[config.mk]
export PLATFORM = sky130hd
export DESIGN_NAME = particle_sensor_frame_parser
export DESIGN_NICKNAME = d
export VERILOG_FILES = /design/src/sv/psfp_pkg.sv /design/src/sv/particle_sensor_frame_parser.sv
export SDC_FILE = /design/constraint.sdc
export NUM_CORES = 1
export LEC_CHECK = 0
export ABC_AREA = 1
export BUFFER_PORTS_ARGS = -buffer_cell sky130_fd_sc_hd__buf_4
export CAP_MARGIN = 20
export CORE_MARGIN = 4
export CORE_UTILIZATION = 55
export DETAILED_ROUTE_END_ITERATION = 7
export HOLD_SLACK_MARGIN = 0.12
export PLACE_DENSITY = 0.75
export SETUP_SLACK_MARGIN = 0.4
export SLEW_MARGIN = 30
export SYNTH_ARGS = -nofsm -noshare
export SYNTH_HDL_FRONTEND = slang
export SYNTH_SLANG_ARGS = --single-unit
[constraint.sdc]
create_clock -name clk -period 8.65 [get_ports clk]
set_input_delay 1.73 -clock clk [delete_from_list [all_inputs] [get_ports clk]]
set_output_delay 1.73 -clock clk [all_outputs]
set_load 0.01 [all_outputs]
[src/sv/psfp_pkg.sv]
// ----------------------------------------------------------------------------
// Particle sensor frame parser package
// Start bytes and frame status codes shared by the parser and its users.
// ----------------------------------------------------------------------------
package psfp_pkg;

    localparam logic [7:0] START_FIRST  = 8'h42;
    localparam logic [7:0] START_SECOND = 8'h4D;

    typedef logic [1:0] status_t;

    localparam status_t STATUS_GOOD    = 2'd0;
    localparam status_t STATUS_BAD_SUM = 2'd1;
    localparam status_t STATUS_BAD_LEN = 2'd2;

endpackage

[src/sv/particle_sensor_frame_parser.sv]
// ----------------------------------------------------------------------------
// Particle sensor frame parser
// Hunts for the start pair, collects the length word and six PM words, checks
// the frame checksum and delivers one result per finished frame or bad length.
// The result is in the output register in the cycle after the last byte is accepted.
// Throughput: one byte per cycle; in_ready falls only while a result is held
// and out_ready is low, since a single output register holds one result.
// Reset: rst_n clears the parser to hunting and empties the output register.
// ----------------------------------------------------------------------------
module particle_sensor_frame_parser #(
    parameter int MAX_FRAME_BYTES = 32
) (
    input  logic              clk,
    input  logic              rst_n,
    input  logic              in_valid,
    output logic              in_ready,
    input  logic [7:0]        rx_byte,
    output logic              out_valid,
    input  logic              out_ready,
    output logic [15:0]       pm1_standard,
    output logic [15:0]       pm25_standard,
    output logic [15:0]       pm10_standard,
    output logic [15:0]       pm1_atmospheric,
    output logic [15:0]       pm25_atmospheric,
    output logic [15:0]       pm10_atmospheric,
    output logic [15:0]       declared_length,
    output psfp_pkg::status_t frame_status
);

    import psfp_pkg::*;

    localparam int POS_W = $clog2(MAX_FRAME_BYTES + 1);
    localparam int CMP_W = POS_W + 2;

    logic             synced_reg, synced_next;
    logic [POS_W-1:0] pos_reg, pos_next;
    logic [POS_W-1:0] frame_end_reg, frame_end_next;
    logic [15:0]      sum_reg, sum_next;
    logic [7:0]       prev_reg;
    logic [15:0]      len_reg, len_next;
    logic [15:0]      pm_reg [6];
    logic             pm_clear, pm_wr;
    logic [2:0]       pm_idx;

    logic             out_valid_reg, out_valid_next;
    logic [15:0]      res_pm_reg [6];
    logic [15:0]      res_len_reg;
    status_t          res_status_reg;

    logic             accept;
    logic             emit;
    status_t          emit_status;
    logic [CMP_W-1:0] p_ext, np, fe_ext;
    logic [15:0]      w;

    assign in_ready = !out_valid_reg || out_ready;
    assign accept   = in_valid && in_ready;

    assign p_ext  = CMP_W'(pos_reg);
    assign np     = p_ext + CMP_W'(1);
    assign fe_ext = CMP_W'(frame_end_reg);
    assign w      = {prev_reg, rx_byte};
    assign pm_idx = 3'((np - CMP_W'(4)) >> 1);

    always_comb
    begin
        synced_next    = synced_reg;
        pos_next       = pos_reg;
        frame_end_next = frame_end_reg;
        sum_next       = sum_reg;
        len_next       = len_reg;
        pm_clear       = 1'b0;
        pm_wr          = 1'b0;
        emit           = 1'b0;
        emit_status    = STATUS_GOOD;
        if (!synced_reg)
        begin
            if (pos_reg == POS_W'(1) && rx_byte == START_SECOND)
            begin
                synced_next = 1'b1;
                pos_next    = POS_W'(2);
                sum_next    = sum_reg + 16'(rx_byte);
            end
            else if (rx_byte == START_FIRST)
            begin
                pos_next       = POS_W'(1);
                sum_next       = 16'(rx_byte);
                frame_end_next = POS_W'(MAX_FRAME_BYTES);
                len_next       = 16'd0;
                pm_clear       = 1'b1;
            end
            else
            begin
                pos_next = '0;
            end
        end
        else
        begin
            if (p_ext + CMP_W'(2) < fe_ext)
            begin
                sum_next = sum_reg + 16'(rx_byte);
            end
            pos_next = POS_W'(np);
            if (np == CMP_W'(4))
            begin
                len_next = w;
                if (w < 16'd2 || w > 16'(MAX_FRAME_BYTES - 4))
                begin
                    emit        = 1'b1;
                    emit_status = STATUS_BAD_LEN;
                end
                else
                begin
                    frame_end_next = POS_W'(w + 16'd4);
                end
            end
            else if (np >= CMP_W'(6) && np <= CMP_W'(16) && !np[0]
                     && np + CMP_W'(2) <= fe_ext)
            begin
                pm_wr = 1'b1;
            end
            if (!emit && np >= fe_ext)
            begin
                emit        = 1'b1;
                emit_status = (sum_next == w) ? STATUS_GOOD : STATUS_BAD_SUM;
            end
            if (emit)
            begin
                synced_next = 1'b0;
                pos_next    = '0;
            end
        end
    end

    always_comb
    begin
        out_valid_next = out_valid_reg && !out_ready;
        if (accept && emit)
        begin
            out_valid_next = 1'b1;
        end
    end

    always_ff @(posedge clk or negedge rst_n)
    begin
        if (!rst_n)
        begin
            synced_reg    <= 1'b0;
            pos_reg       <= '0;
            frame_end_reg <= POS_W'(MAX_FRAME_BYTES);
            sum_reg       <= '0;
            prev_reg      <= '0;
            len_reg       <= '0;
            out_valid_reg <= 1'b0;
        end
        else
        begin
            out_valid_reg <= out_valid_next;
            if (accept)
            begin
                synced_reg    <= synced_next;
                pos_reg       <= pos_next;
                frame_end_reg <= frame_end_next;
                sum_reg       <= sum_next;
                prev_reg      <= rx_byte;
                len_reg       <= len_next;
            end
        end
    end

    always_ff @(posedge clk)
    begin
        if (accept)
        begin
            for (int k = 0; k < 6; k++)
            begin
                if (pm_clear)
                begin
                    pm_reg[k] <= '0;
                end
                else if (pm_wr && pm_idx == 3'(k + 1))
                begin
                    pm_reg[k] <= w;
                end
            end
            if (emit)
            begin
                for (int k = 0; k < 6; k++)
                begin
                    res_pm_reg[k] <= (pm_wr && pm_idx == 3'(k + 1)) ? w : pm_reg[k];
                end
                res_len_reg    <= len_next;
                res_status_reg <= emit_status;
            end
        end
    end

    assign out_valid        = out_valid_reg;
    assign pm1_standard     = res_pm_reg[0];
    assign pm25_standard    = res_pm_reg[1];
    assign pm10_standard    = res_pm_reg[2];
    assign pm1_atmospheric  = res_pm_reg[3];
    assign pm25_atmospheric = res_pm_reg[4];
    assign pm10_atmospheric = res_pm_reg[5];
    assign declared_length  = res_len_reg;
    assign frame_status     = res_status_reg;

    // While hunting the parser has seen at most the first start byte.
    a_hunt_pos: assert property (@(posedge clk) disable iff (!rst_n)
        !synced_reg |-> pos_reg <= POS_W'(1))
        else $error("hunting position beyond first start byte");

    a_sync_pos: assert property (@(posedge clk) disable iff (!rst_n)
        synced_reg |-> pos_reg >= POS_W'(2) && pos_reg < frame_end_reg)
        else $error("synced position outside frame");

    a_end_range: assert property (@(posedge clk) disable iff (!rst_n)
        frame_end_reg <= POS_W'(MAX_FRAME_BYTES) && frame_end_reg >= POS_W'(6))
        else $error("frame end out of range");

    a_len_err_zero: assert property (@(posedge clk) disable iff (!rst_n)
        out_valid_reg && res_status_reg == STATUS_BAD_LEN |->
            res_pm_reg[0] == 16'd0 && res_pm_reg[5] == 16'd0)
        else $error("length error result carries PM data");

    a_emit_hunt: assert property (@(posedge clk) disable iff (!rst_n)
        accept && emit |=> !synced_reg && pos_reg == '0)
        else $error("parser not hunting after a result");

endmodule
==> metrics.md, run 1 <==
| Metric | Value |
|---|---|
| Antenna viol nets, final | `0` |
| Fmax | `0.203 GHz` |
| Synth Register Bits | `264` |
| Max H-tree Level | `1` |
| CP max-delay cell | `o21ai_1` |
| DRT Pass-1 Iters | `5` |
| Avg Cell Area, Syn | `10.0 um^2` |
| Ys Warns | `0` |
| Drt total wl | `32100 um` |
| Cts hold-fix bufs | `0` |
| Async SR Flop Fraction | `20.5%` |
| Number of enable flip-flop cells after synthesis | `210` |
| Fill cells | `1850` |
| Die X-Extent | `162 um` |
| Fin Setup TNS | `0 ns` |
| Post-route insts no fill | `1739` |
| DRC | `0` |
| Max VDD drop | `0.116 mV` |
| Buf+Inv Stages, Crit Path | `5` |
| Setup CP Type | `reg2reg` |
| Leakage | `6.29 nW` |
| Root buf cell | `clkbuf_16` |
| Unrepaired setup endpoints after global routing | `no` |
| Worst hold-check slack | `0.522 ns` |
| PwrDens | `227 nW/um^2` |
| Die Ht | `162 um` |
| Total Routing Usage GR | `24.2%` |
| Least-Margin Pin Slew | `1.03 ns` |
| Post-Synthesis Cells | `1311` |
| Routed WL per cell | `18.5 um` |
| GRT overflow | `0` |
| Drt via density | `5.59` |
| R2R depth | `19` |
| Crit path arrival time | `5.17 ns` |
| Worst path top cell family by delay | `compound AO/OA/AOI/OAI gates` |
| Pint | `2.39 mW` |
| Synth Net Count | `1362` |
| Via count | `9728` |
| Placed cells | `1691` |
| DIE AREA | `26400 um^2` |
| Min cycle time layout | `4.93 ns` |
| Placed Area | `14100 um^2` |
| Slew HR | `31.0%` |
| Worst hold path depth | `2` |
| Final setup fails | `0` |
| Post-layout util | `64.2%` |
| Overall Power | `3.42 mW` |
| I/O pin count | `128` |
| Largest net degree at the start of global routing | `81` |
| Seq pwr share | `43.4%` |
| Fraction of layout instances using a drive strength above 1 | `18.6%` |
| First-pass GRT wire length | `50500 um` |
| Sequential-to-total area share from yosys stat | `58.4%` |
| Prevailing post-synth register cell | `edfxtp_1` |
| Row Count | `56` |
| TritonCTS clock tree | `yes` |
| P_sw | `1.03 mW` |
| Worst hold path class | `reg2reg` |
| Status | `finished clean` |
| N_diodes | `0` |
| Initial Utilization | `55.9%` |
| # port buffers | `127` |
| CP max FO | `49` |
| Post-CTS setup buffer count | `0` |
| Layout Cell Area excl Fill | `15100 um^2` |
| Max-Cap Viols | `0` |
| Final period util | `56.9%` |
| Post-cts resize count | `0` |
| Post-Syn Area | `13100 um^2` |
| Post-DP HPWL | `20800 um` |
| Synth cell types | `49` |
| Final setup margin | `3.72 ns` |
| Vias in the first global route | `9272` |
| Comb pwr share | `20.9%` |
| Initial drt markers | `950` |
| Clk_skew | `0.0166 ns` |
| Part of the power in the clock network | `35.8%` |
| Worst skew pair latency | `0.55 ns` |
| Clk slew on worst S/H paths | `0.06 ns` |
| CTS Buffer Depth | `3` |
| Final Hold Viols | `0` |
| Switch share | `30.3%` |
| Core box area | `23500 um^2` |
| Critical Path Stages | `19` |
| Gpl congestion | `0.926` |
| Initial antenna violation count | `0` |
| Crit path cell chain | `ha_1 > xnor2_1 > inv_1 > ha_1 > nor2_1 > inv_1 > nand2_1 > inv_1 > ha_1 > a21oi_1 > o21ai_0 > a21oi_1 > nor2_1 > o32ai_1 > nand2_2 > inv_8 > nand3_4 > o21ai_1 > buf_4` |
| Worst Path Required | `8.89 ns` |
| Total CTS buffers | `27` |
| Critical Path Source Type | `register` |
| Nets@finish | `1452` |
| CP peak stage delay | `0.71 ns` |
| Pins Over Slew Limit | `0` |
| CP Capture Type | `register` |
| Clock Sinks | `264` |
| Pre-CTS setup slack | `3.30 ns` |
| Area delta synth->final | `14.9%` |
-- cells by family after synthesis --
logic type,Yosys count,synth area share [%]
xor gates and xnor gates,8,0.591
and+or+nand+nor,598,21.7
DFF,264,58.4
buffers and inverters,196,6.69
AOI/OAI and AO/OA,206,8.86
adders and majority gates,39,3.78
-- worst reg2reg max path, stage by stage (launching register included) --
cell,delay (ns)
dfrtp_1,0.50
ha_1,0.32
xnor2_1,0.27
inv_1,0.20
ha_1,0.39
nor2_1,0.19
inv_1,0.05
nand2_1,0.05
inv_1,0.04
ha_1,0.30
a21oi_1,0.15
o21ai_0,0.10
a21oi_1,0.13
nor2_1,0.05
o32ai_1,0.14
nand2_2,0.15
inv_8,0.13
nand3_4,0.41
o21ai_1,0.72
buf_4,0.30
-- power by group through the flow --
stage	sequential [mW]	combinational, mW	clock [mW]
finish	1.48	0.713	1.22
global route	1.49	0.811	1.29
CTS	1.48	0.704	1.24
detailed placement	1.51	0.698	0
global placement	1.50	0.684	0
floorplan	1.49	0.546	0
-- area by class of cell --
class / count / area (um^2) / share of cell area, %
Inverter: 122 / 465 / 3.09
Multi-Input combinational cell: 851 / 4600 / 30.5
Sequential cell: 264 / 7660 / 50.8
Tap cell: 319 / 399 / 2.65
Timing Repair Buffer: 135 / 1020 / 6.75
Clock buffer: 32 / 704 / 4.67
Clock inverter: 16 / 226 / 1.50
-- final timing paths --
check / startpoint / endpoint / slack [ns]
max reg2reg: pos_reg[0]$_DFFE_PN0P_ / pm_reg[5][8]$_SDFFCE_PN0P_ / 3.72
min: pm_reg[2][13]$_SDFFCE_PN0P_ / res_pm_reg[2][13]$_DFFE_PP_ / 0.52
min in group asynchronous: rst_n / sum_reg[3]$_DFFE_PN0P_ / 1.24
max: pos_reg[0]$_DFFE_PN0P_ / pm_reg[5][8]$_SDFFCE_PN0P_ / 3.72
max in group asynchronous: rst_n / len_reg[4]$_DFFE_PN0P_ / 6.89
min reg2reg: pm_reg[2][13]$_SDFFCE_PN0P_ / res_pm_reg[2][13]$_DFFE_PP_ / 0.52
-- metal layers --
| metal | routed length, um | GRT usage (%) |
|---|---|---|
| met1 | 13500 | 34.4 |
| met2 | 15100 | 38.8 |
| met3 | 2600 | 3.92 |
| met4 | 891 | 7.23 |
| met5 | 0 | 0 |
-- synth_stat cells, drive strengths merged, types with 4 or more instances --
cell type	n	share of area, %
o21ai	150	6.1
inv	118	3.4
o22ai	23	1.1
a31oi	7	0.33
clkbuf	32	0.92
dfrtp	53	10
buf	42	2.2
nand3	103	4.6
xnor2	5	0.33
ha	38	3.6
clkinv	4	0.11
nor3	81	4.7
nand2	318	9.2
nor2	79	2.3
nand4	9	0.43
edfxtp	210	48
a21oi	15	0.57
-- cell usage in the layout, fill, tap and decap left out, drive strengths merged --
| cell | n |
|---|---|
| ha | 38 |
| a21boi | 1 |
| xnor2 | 5 |
| a21oi | 15 |
| a31oi | 7 |
| fa | 1 |
| o21ai | 150 |
| nand3 | 103 |
| buf | 135 |
| a22oi | 3 |
| nand2 | 318 |
| a31o | 1 |
| a21o | 1 |
| and2 | 1 |
| clkbuf | 32 |
| bufinv | 5 |
| inv | 120 |
| clkinv | 12 |
| nand3b | 1 |
| o22ai | 23 |
| a32oi | 1 |
| xor2 | 3 |
| dfstp | 1 |
| o31a | 1 |
| o32ai | 1 |
| nor3 | 81 |
| nor2 | 79 |
| edfxtp | 210 |
| a41oi | 1 |
| clkinvlp | 1 |
| and3 | 1 |
| o21bai | 1 |
| or2 | 3 |
| nor4 | 2 |
| nand4 | 9 |
| dfrtp | 53 |
No activity file was read; power rests on OpenSTA's default activity.
==> run 2: changes to the inputs <==
--- a/config.mk
+++ b/config.mk
@@ -9,10 +9,10 @@
 export BUFFER_PORTS_ARGS = -buffer_cell sky130_fd_sc_hd__buf_4
 export CAP_MARGIN = 20
 export CORE_MARGIN = 4
-export CORE_UTILIZATION = 55
+export CORE_UTILIZATION = 54
 export DETAILED_ROUTE_END_ITERATION = 7
 export HOLD_SLACK_MARGIN = 0.12
-export PLACE_DENSITY = 0.75
+export PLACE_DENSITY = 0.77
 export SETUP_SLACK_MARGIN = 0.4
 export SLEW_MARGIN = 30
 export SYNTH_ARGS = -nofsm -noshare
==> constraint.sdc (replaced) <==
create_clock -name clk -period 4.1 [get_ports clk]
set_input_delay 0.82 -clock clk [delete_from_list [all_inputs] [get_ports clk]]
set_output_delay 0.82 -clock clk [all_outputs]
set_load 0.01 [all_outputs]
==> metrics.md, run 2 (synthesized netlist as in run 1, its figures left out) <==
| Metric | Value |
|---|---|
| Status | `finished clean` |
| Max H-tree Level | `1 (unchanged)` |
| Fmax | `0.277 GHz (+36%)` |
| N_diodes | `0 (unchanged)` |
| DRC | `0 (unchanged)` |
| Antenna viol nets, final | `0 (unchanged)` |
| Fraction of layout instances using a drive strength above 1 | `21.2% (+2.6 points)` |
| Worst hold path class | `in2async` |
| Min cycle time layout | `3.61 ns (-1.31 ns)` |
| Slew HR | `40.7% (+9.7 points)` |
| CP max FO | `10 (-80%)` |
| Via count | `10000 (+3.2%)` |
| Worst Path Required | `4.34 ns (-4.55 ns)` |
| Worst skew pair latency | `0.53 ns (-0.02 ns)` |
| Total Routing Usage GR | `24.7% (+0.54 points)` |
| PwrDens | `460 nW/um^2 (+100%)` |
| Register Area | `7660 um^2 (about the same)` |
| Critical Path Source Type | `register` |
| Critical path destination | `pm_reg[4][2]$_SDFFCE_PN0P_` |
| Reg2reg start | `pos_reg[0]$_DFFE_PN0P_` |
| First-pass GRT wire length | `51600 um (+2.3%)` |
| Core box area | `23700 um^2 (+0.90%)` |
| Total CTS buffers | `26 (-3.7%)` |
| Crit path cell chain | `ha_4 > xnor2_4 > inv_2 > ha_4 > nor2_1 > inv_1 > nand2_1 > inv_1 > ha_1 > a21oi_1 > o21ai_0 > a21oi_1 > nor2_1 > o32ai_1 > nand2_2 > inv_8 > nand3_4 > o21ai_4 > buf_6` |
| CP peak stage delay | `0.48 ns (-0.23 ns)` |
| Initial antenna violation count | `0 (unchanged)` |
| CP Capture Type | `register` |
| Least-Margin Pin Slew | `0.889 ns (-0.146 ns)` |
| Max VDD drop | `0.311 mV (+170%)` |
| Placed Area | `14500 um^2 (+2.5%)` |
| Layout Cell Area excl Fill | `15400 um^2 (+2.3%)` |
| Clk_skew | `0.0112 ns (-0.00542 ns)` |
| CP startpoint | `pos_reg[0]$_DFFE_PN0P_` |
| Fill cells | `1875 (+1.4%)` |
| Root buf cell | `clkbuf_16` |
| Vias in the first global route | `9312 (+0.43%)` |
| Crit path arrival time | `3.85 ns (-1.32 ns)` |
| R2R depth | `19 (unchanged)` |
| Row Count | `56 (unchanged)` |
| Buf+Inv Stages, Crit Path | `5 (unchanged)` |
| Initial Utilization | `55.4% (-0.50 points)` |
| Fin Setup TNS | `0 ns (unchanged)` |
| DIE AREA | `26900 um^2 (+1.8%)` |
| Clock Sinks | `264 (unchanged)` |
| Drt via density | `5.68 (+1.6%)` |
| Critical Path Stages | `19 (unchanged)` |
| Max-Cap Viols | `0 (unchanged)` |
| Worst path top cell family by delay | `compound AO/OA/AOI/OAI gates` |
| Pins Over Slew Limit | `0 (unchanged)` |
| CTS Buffer Depth | `3 (unchanged)` |
| Initial drt markers | `1018 (+7.2%)` |
| Drt total wl | `33700 um (+4.9%)` |
| TritonCTS clock tree | `yes` |
| RR Endpoint | `pm_reg[4][2]$_SDFFCE_PN0P_` |
| Area of the multi-input gates | `4700 um^2 (+2.3%)` |
| Final setup fails | `0 (unchanged)` |
| Final period util | `88.2% (+31 points)` |
| Post-DP HPWL | `21900 um (+5.2%)` |
| Routed WL per cell | `19.0 um (+3.2%)` |
| Die X-Extent | `164 um (+0.88%)` |
| Largest net degree at the start of global routing | `93 (+15%)` |
| Most frequent cells in the layout | `312 x nand2_1, 210 x edfxtp_1, 153 x buf_4, 123 x o21ai_0, 109 x inv_1` |
| Nets@finish | `1481 (+2.0%)` |
| Setup CP Type | `reg2reg` |
| Gpl congestion | `0.937 (+1.2%)` |
| Clk slew on worst S/H paths | `0.07 ns (about the same)` |
| # port buffers | `127 (unchanged)` |
| GRT overflow | `0 (unchanged)` |
| CP max-delay cell | `dfrtp_2` |
| I/O pin count | `128 (unchanged)` |
| DRT Pass-1 Iters | `8 (+3)` |
| Commonest non-fill, non-tap cell in the layout | `nand2_1` |
| R2R Setup Slk | `0.49 ns (-3.24 ns)` |
| Post-route insts no fill | `1767 (+1.6%)` |
| Unrepaired setup endpoints after global routing | `yes` |
| Leakage | `6.43 nW (+2.2%)` |
| Die Ht | `164 um (+0.88%)` |
| Placed cells | `1716 (+1.5%)` |
| Area delta synth->final | `17.5%` |
| Final Hold Viols | `0 (unchanged)` |
[run 2: changes by cell type in the layout (fill, tap and decap cells not counted), moves of 3 or more]
cell | previous run | this run
buf_12 | 0 | 6
o21ai_2 | 13 | 17
dfrtp_1 | 53 | 50
ha_4 | 0 | 4
buf_6 | 1 | 5
buf_4 | 134 | 153
o21ai_1 | 13 | 9
dfrtp_2 | 0 | 3
ha_1 | 38 | 34
[run 2: cell type report]
| cell class | count | share of cell area (%) |
|---|---|---|
| clock inverters | 15 | 1.19 |
| clock buffers | 31 | 4.34 |
| flip-flops and latches | 264 | 49.7 |
| well taps | 319 | 2.59 |
| multi-input cells | 852 | 30.5 |
| inverters | 122 | 3.06 |
| repair buffers | 164 | 8.60 |
[run 2: power by group]
part / total (mW) / internal [mW] / switching (mW)
clock network: 2.40 / 1.41 / 0.987
registers: 3.13 / 3.01 / 0.128
logic: 1.55 / 0.508 / 1.04
total: 7.09 / 4.93 / 2.16
[run 2: worst min path at each step]
stage	end	slack (ns)
after global placement	res_pm_reg[4][3]$_DFFE_PP_	0.50
after detailed placement	res_pm_reg[0][15]$_DFFE_PP_	0.51
after global routing	prev_reg[2]$_DFFE_PN0P_	0.40
after CTS	prev_reg[2]$_DFFE_PN0P_	0.38
after floorplan	prev_reg[2]$_DFFE_PN0P_	0.48
final	prev_reg[2]$_DFFE_PN0P_	0.34
[run 2: worst reg2reg max path: stages (launching register included)]
cell     delay (ns)
dfrtp_2        0.48
ha_4           0.21
xnor2_4        0.16
inv_2          0.12
ha_4           0.23
nor2_1         0.15
inv_1          0.06
nand2_1        0.05
inv_1          0.04
ha_1           0.31
a21oi_1        0.16
o21ai_0        0.12
a21oi_1        0.17
nor2_1         0.07
o32ai_1        0.14
nand2_2        0.14
inv_8          0.14
nand3_4        0.17
o21ai_4        0.22
buf_6          0.17
[run 2: per-layer routing]
metal / GRT usage (%) / vias to the layer above / part of all wire, %
met4: 7.05 / 0 / 2.8
met2: 39.9 / 505 / 47
met3: 3.31 / 71 / 8.6
met5: 0 / - / 0
met1: 35.5 / 4732 / 41
li1: - / 4731 / -
[run 2: what timing repair did]
item	in CTS	in global routing
gates cloned	0	2
hold buffers	0	0
endpoints found under the setup margin	45	128
gates resized for setup	2	9
buffers inserted	0	3
[run 2: metrics by stage]
step / util [%] / setup WS, ns / hold WS, ns / total power, mW
after CTS: 64.8 / 0.406 / 0.378 / 7.08
after detailed placement: 61.2 / 0.296 / 0.509 / 4.69
final: 65.1 / 0.485 / 0.340 / 7.09
after floorplan: - / 0.238 / 0.475 / 4.31
after global placement: 61.2 / 0.495 / 0.503 / 4.64
after global routing: 65.1 / 0.372 / 0.398 / 7.45
